==> config.mk <==
export PLATFORM = sky130hd
export DESIGN_NAME = msx_dmem
export DESIGN_NICKNAME = d
export VERILOG_FILES = /design/src/rtl/msx_pkg.sv /design/src/rtl/msx_dmem.sv
export SDC_FILE = /design/constraint.sdc
export NUM_CORES = 2
export LEC_CHECK = 0
export CORE_UTILIZATION = 30
export DETAILED_ROUTE_END_ITERATION = 8
export DONT_BUFFER_PORTS = 1
export GPL_TIMING_DRIVEN = 0
export PLACE_DENSITY = 0.55
export SYNTH_ARGS = -nofsm -noshare
export SYNTH_HDL_FRONTEND = slang
export SYNTH_SLANG_ARGS = --single-unit
==> constraint.sdc <==
create_clock -name clock -period 3.85 [get_ports clock]
set_input_delay 0.77 -clock clock [delete_from_list [all_inputs] [get_ports clock]]
set_output_delay 0.77 -clock clock [all_outputs]
set_load 0.05 [all_outputs]
==> src/rtl/msx_pkg.sv <==
// shared constants, opcode codes and stage structs for the mips subset executor
package msx_pkg;

   localparam int unsigned DATA_WORDS = 64;
   localparam int unsigned DM_AW      = (DATA_WORDS > 1) ? $clog2(DATA_WORDS) : 1;
   localparam int unsigned RF_DEPTH   = 32;
   localparam int unsigned RF_AW      = 5;

   localparam logic [31:0] BREAK_WORD      = 32'h3C00000D;
   localparam logic [31:0] START_PC_RESET  = 32'd64;
   localparam logic [31:0] DATA_BASE_RESET = 32'd0;
   localparam logic [31:0] PC_STEP         = 32'd4;

   // instruction categories, bits 31..29
   localparam logic [2:0] CAT_CTRL  = 3'b001;
   localparam logic [2:0] CAT_ALU_R = 3'b010;
   localparam logic [2:0] CAT_ALU_I = 3'b100;

   // control / memory opcodes
   localparam logic [2:0] OP_NOP  = 3'd0;
   localparam logic [2:0] OP_J    = 3'd1;
   localparam logic [2:0] OP_BEQ  = 3'd2;
   localparam logic [2:0] OP_BNE  = 3'd3;
   localparam logic [2:0] OP_BGTZ = 3'd4;
   localparam logic [2:0] OP_SW   = 3'd5;
   localparam logic [2:0] OP_LW   = 3'd6;

   // register alu opcodes
   localparam logic [2:0] OP_XOR  = 3'd0;
   localparam logic [2:0] OP_MUL  = 3'd1;
   localparam logic [2:0] OP_ADD  = 3'd2;
   localparam logic [2:0] OP_SUB  = 3'd3;
   localparam logic [2:0] OP_AND  = 3'd4;
   localparam logic [2:0] OP_OR   = 3'd5;
   localparam logic [2:0] OP_ADDU = 3'd6;
   localparam logic [2:0] OP_SUBU = 3'd7;

   // immediate alu opcodes
   localparam logic [2:0] OP_ORI  = 3'd0;
   localparam logic [2:0] OP_XORI = 3'd1;
   localparam logic [2:0] OP_ADDI = 3'd2;
   localparam logic [2:0] OP_SUBI = 3'd3;
   localparam logic [2:0] OP_ANDI = 3'd4;
   localparam logic [2:0] OP_SRL  = 3'd5;
   localparam logic [2:0] OP_SRA  = 3'd6;
   localparam logic [2:0] OP_SLL  = 3'd7;

   // configuration register indexes
   localparam logic CSR_START_PC  = 1'b0;
   localparam logic CSR_DATA_BASE = 1'b1;

   // operands and decode inputs of the execute stage
   typedef struct packed {
      logic             func;
      logic [31:0]      instr;
      logic [5:0]       load_index;
      logic [31:0]      load_value;
      logic [31:0]      op1;
      logic [31:0]      op2;
      logic [31:0]      product;
      logic [31:0]      br_ofs;
      logic             mem_hit;
      logic [DM_AW-1:0] mem_idx;
   } exec_in_type;

   // outcome of one beat, also the state commit
   typedef struct packed {
      logic [31:0]      next_pc;
      logic             halted;
      logic             illegal;
      logic             branch_taken;
      logic             reg_write;
      logic [4:0]       reg_index;
      logic [31:0]      reg_value;
      logic             mem_write;
      logic [DM_AW-1:0] mem_index;
      logic [31:0]      mem_value;
   } exec_out_type;

endpackage

==> src/rtl/msx_dmem.sv <==
// data memory, one registered read port and one write port, reset-clear valid bits
module msx_dmem (
   input  logic                      clock,
   input  logic                      reset,
   input  logic                      rd_en,
   input  logic [msx_pkg::DM_AW-1:0] rd_addr,
   output logic [31:0]               rd_data,
   input  logic                      wr_en,
   input  logic [msx_pkg::DM_AW-1:0] wr_addr,
   input  logic [31:0]               wr_data
);
   import msx_pkg::*;

   logic [31:0]           mem [DATA_WORDS];
   logic [DATA_WORDS-1:0] vld_ff;
   logic [31:0]           rd_ff;
   logic                  rd_vld_ff;

   always_ff @(posedge clock) begin
      if (wr_en) begin
         mem[wr_addr] <= wr_data;
      end
      if (rd_en) begin
         rd_ff <= mem[rd_addr];
      end
   end

   always_ff @(posedge clock) begin
      if (reset) begin
         vld_ff    <= '0;
         rd_vld_ff <= 1'b0;
      end else begin
         if (wr_en) begin
            vld_ff[wr_addr] <= 1'b1;
         end
         if (rd_en) begin
            rd_vld_ff <= vld_ff[rd_addr];
         end
      end
   end

   assign rd_data = rd_vld_ff ? rd_ff : '0;

endmodule

==> results by group <==
Place
  • Post-DP HPWL: 143.1 mm
  • Final Wtd Congestion: 0.7854
  • I/O Buffers: 0
  • Area after DPL: 88310 sq um

STA
  • Clock Skews: 0.05620 ns
  • Period utilisation layout: 96.85%
  • Slew @ Worst Pin: 1.328 ns
  • Setup Viol. Count Final: 0
  • Max Slew Vio Count: 0
  • Maximum clock rate: 268.2 MHz
  • Final min period: 3.729 ns
  • Fin. Hold Viols: 0
  • Slew HR: 11.44%
  • RSZ-0062 raised after global routing: no

Clocking
  • CTS max path bufs: 3
  • CTS tree: done
  • Clock sink total: 2145
  • Cts bufs inserted: 211
  • Clock slew at reported path FFs: 0.06 ns
  • Latest clock arrival within the worst-skew pair: 0.87 ns
  • CTS H-Tree Depth: 4
  • Root buffer cell: clkbuf_16

Floorplanning
  • Core Rows: 190
  • Total core area: 269100 sq um
  • Die area: 273600 sq um
  • I/O Pins: 80
  • Initial Utilization: 30.27%
  • Die height: 523.1 microns
  • Die W: 523.1 microns

Power and ir drop
  • Tot Pwr: 48.80 mW
  • Peak VDD IR: 0.0004086 V
  • Leak pwr: 29.34 nW
  • Cell Pwr Density: 506.9 nW/um^2

Synth
  • Seq/Total Area, Yosys: 78.27%
  • Post-Syn Instances: 3323
  • Post-Syn Area: 81460 sq um
  • Main flop type after synthesis: edfxtp_1
  • Syn Area/Cell: 24.51 sq um
  • Synth async-reset ratio: 0%
  • Post-synth EDFFs: 2080
  • Number of distinct library cells after synthesis: 33
  • Dominant cell type by area after synthesis: edfxtp_1
  • Yosys top cell area share: 76.67%
  • YS warnings: 0
  • Ranking of synthesized cells by area: edfxtp_1 (77%), mux4_2 (19%), dfxtp_1 (1.6%)
  • Synth Net Count: 3371
  • Yosys reg bits: 2145

Critical path
  • Kind of critical path: in2reg
  • Worst Path Required: 4.42 ns
  • FF-to-FF End: rd_ff[11]
  • Crit-path max FO: 10
  • Worst r2r src: mem[54][11]
  • Critical path's top delay family: buffers and inverters
  • Crit-path cells: clkbuf_2 -> buf_2 -> clkbuf_1 -> mux4_2 -> mux4_2 -> mux2i_1 -> mux2i_1
  • Worst reg2reg path depth: 5
  • CP Capture Type: flop
  • Crit start category: input pin
  • Crit path buf inv count: 3
  • Worst path slowest cell: clkbuf_1
  • CP max stage delay: 0.89 ns
  • Arr. time, crit path: 4.30 ns
  • Reg-to-reg setup timing slack: 1.46 ns

Final layout
  • Final #Nets: 3745
  • Design Area, Final: 96270 sq um
  • Synth-to-Final Area Change: 18.18%
  • Most frequent cells in the layout: edfxtp_1 (2080), mux4_2 (670), clkbuf_16 (212)
  • Most common cell after layout, fill and taps aside: edfxtp_1
  • Share of layout cells above drive strength 1: 32.14%

GRT
  • Initial antenna violation count: 27
  • GRT Resource Usage Total: 16.78%
  • Gr ovfl total: 0
  • Vias in the first global route: 38700
  • First-pass GRT wire length: 316.2 mm
  • Largest net degree at the start of global routing: 65

Detailed routing
  • Via density: 5.074
  • Drt initial violations: 4413
  • ANT nets after route: 0
  • WL per Instance: 30.72 microns
  • Final wirelength: 228.5 mm
  • Via count: 37740
  • DR pass1 iterations: 6
  • # DRC: 0

Hold path
  • Hold endpoint: mem[50][15]
  • Hold wc startpoint: wr_data[15]
  • Class of the worst hold path: in2reg
  • Min-Delay Path Depth: 0

Flow run
  • Max cap viols: 0

Status
  • Status: completed
per-layer routing:
| metal | GRT usage (%) | routed length, microns | up-vias |
|---|---|---|---|
| li1 | - | - | 15090 |
| met4 | 5.682 | 7612 | 2 |
| met5 | 0 | 8 | - |
| met2 | 27.25 | 110700 | 1356 |
| met3 | 3.435 | 16890 | 298 |
| met1 | 22.43 | 93320 | 20990 |
power breakdown:
part	internal, mW	leakage [nW]	switching [mW]
Combinational	1.02	6.74	1.62
Clock	11.3	3.33	9.01
Sequential	25.8	19.3	0.0434
cells in the mapped netlist, drive strengths merged, types with 2 or more instances:
master	instances
edfxtp	2080
mux4	670
nor2	184
buf	96
clkbuf	78
dfxtp	65
mux2i	44
and2	33
nor2b	12
nand2	11
nand3	9
nand2b	5
nor3	5
o21ba	4
mux2	3
a211oi	2
a21oi	2
a22oi	2
a31oi	2
inv	2
nand3b	2
nand4	2
nor4	2
o22ai	2
flip-flops by register name, indices dropped and copies added (netlist names):
register and count:
mem 2048, vld_ff 64, rd_ff 32, rd_vld_ff 1
cell families (layout without fill, tap and decap cells):
group,count (synthesis),after routing,share of synthesized area (%)
DFF,2145,2145,78.27
AOI/OAI and AO/OA,19,19,0.1766
muxes,717,717,19.11
other,0,12,0
buffers and inverters,176,727,1.023
and+or+nand+nor,266,266,1.425
layout make-up:
type	instances	area, sq um
fill	24500	172800
sequential	2145	63760
multi-input combinational	1002	17360
clock buffer	256	5510
tap	3552	4444
timing repair buffer	163	3035
clock inverter	134	1296
buffer	172	825.8
antenna	12	30.03
inverter	2	7.507
repair_timing:
item / CTS / global route
cloned: 0 / 0
setup buffers: 0 / 0
endpoints found under the hold margin: 1114 / 0
resized for setup: 3 / 1
setup endpoints to repair: 28 / 4
hold buffers: 77 / 0
per-stage QoR:
stage	hold slack (ns)	setup WS (ns)	util [%]	std cells	setup TNS [ns]
6_report	0.04101	0.1213	35.78	7438	0
3_5_place_dp	0.4576	-1.431	32.82	6961	-36.62
4_1_cts	0.0004405	0.03329	35.76	7427	0
2_1_floorplan	0.4323	0.5432	-	3323	0
3_3_place_gp	0.4481	-1.826	31.93	6875	-3149.53
5_1_grt	0.005441	0.05333	35.77	7432	0
how the worst max path moves through the flow:
stage                from           to  cells past startpoint
5_1_grt        rd_addr[2]    rd_ff[29]                     10
3_3_place_gp   wr_addr[2]  mem[62][14]                      4
2_1_floorplan  wr_addr[0]   mem[59][0]                      4
4_1_cts        rd_addr[2]    rd_ff[29]                     10
6_report       rd_addr[1]    rd_ff[29]                      7
3_5_place_dp   rd_addr[1]     rd_ff[4]                      7
Note: power is estimated with default switching activity, not from simulation.
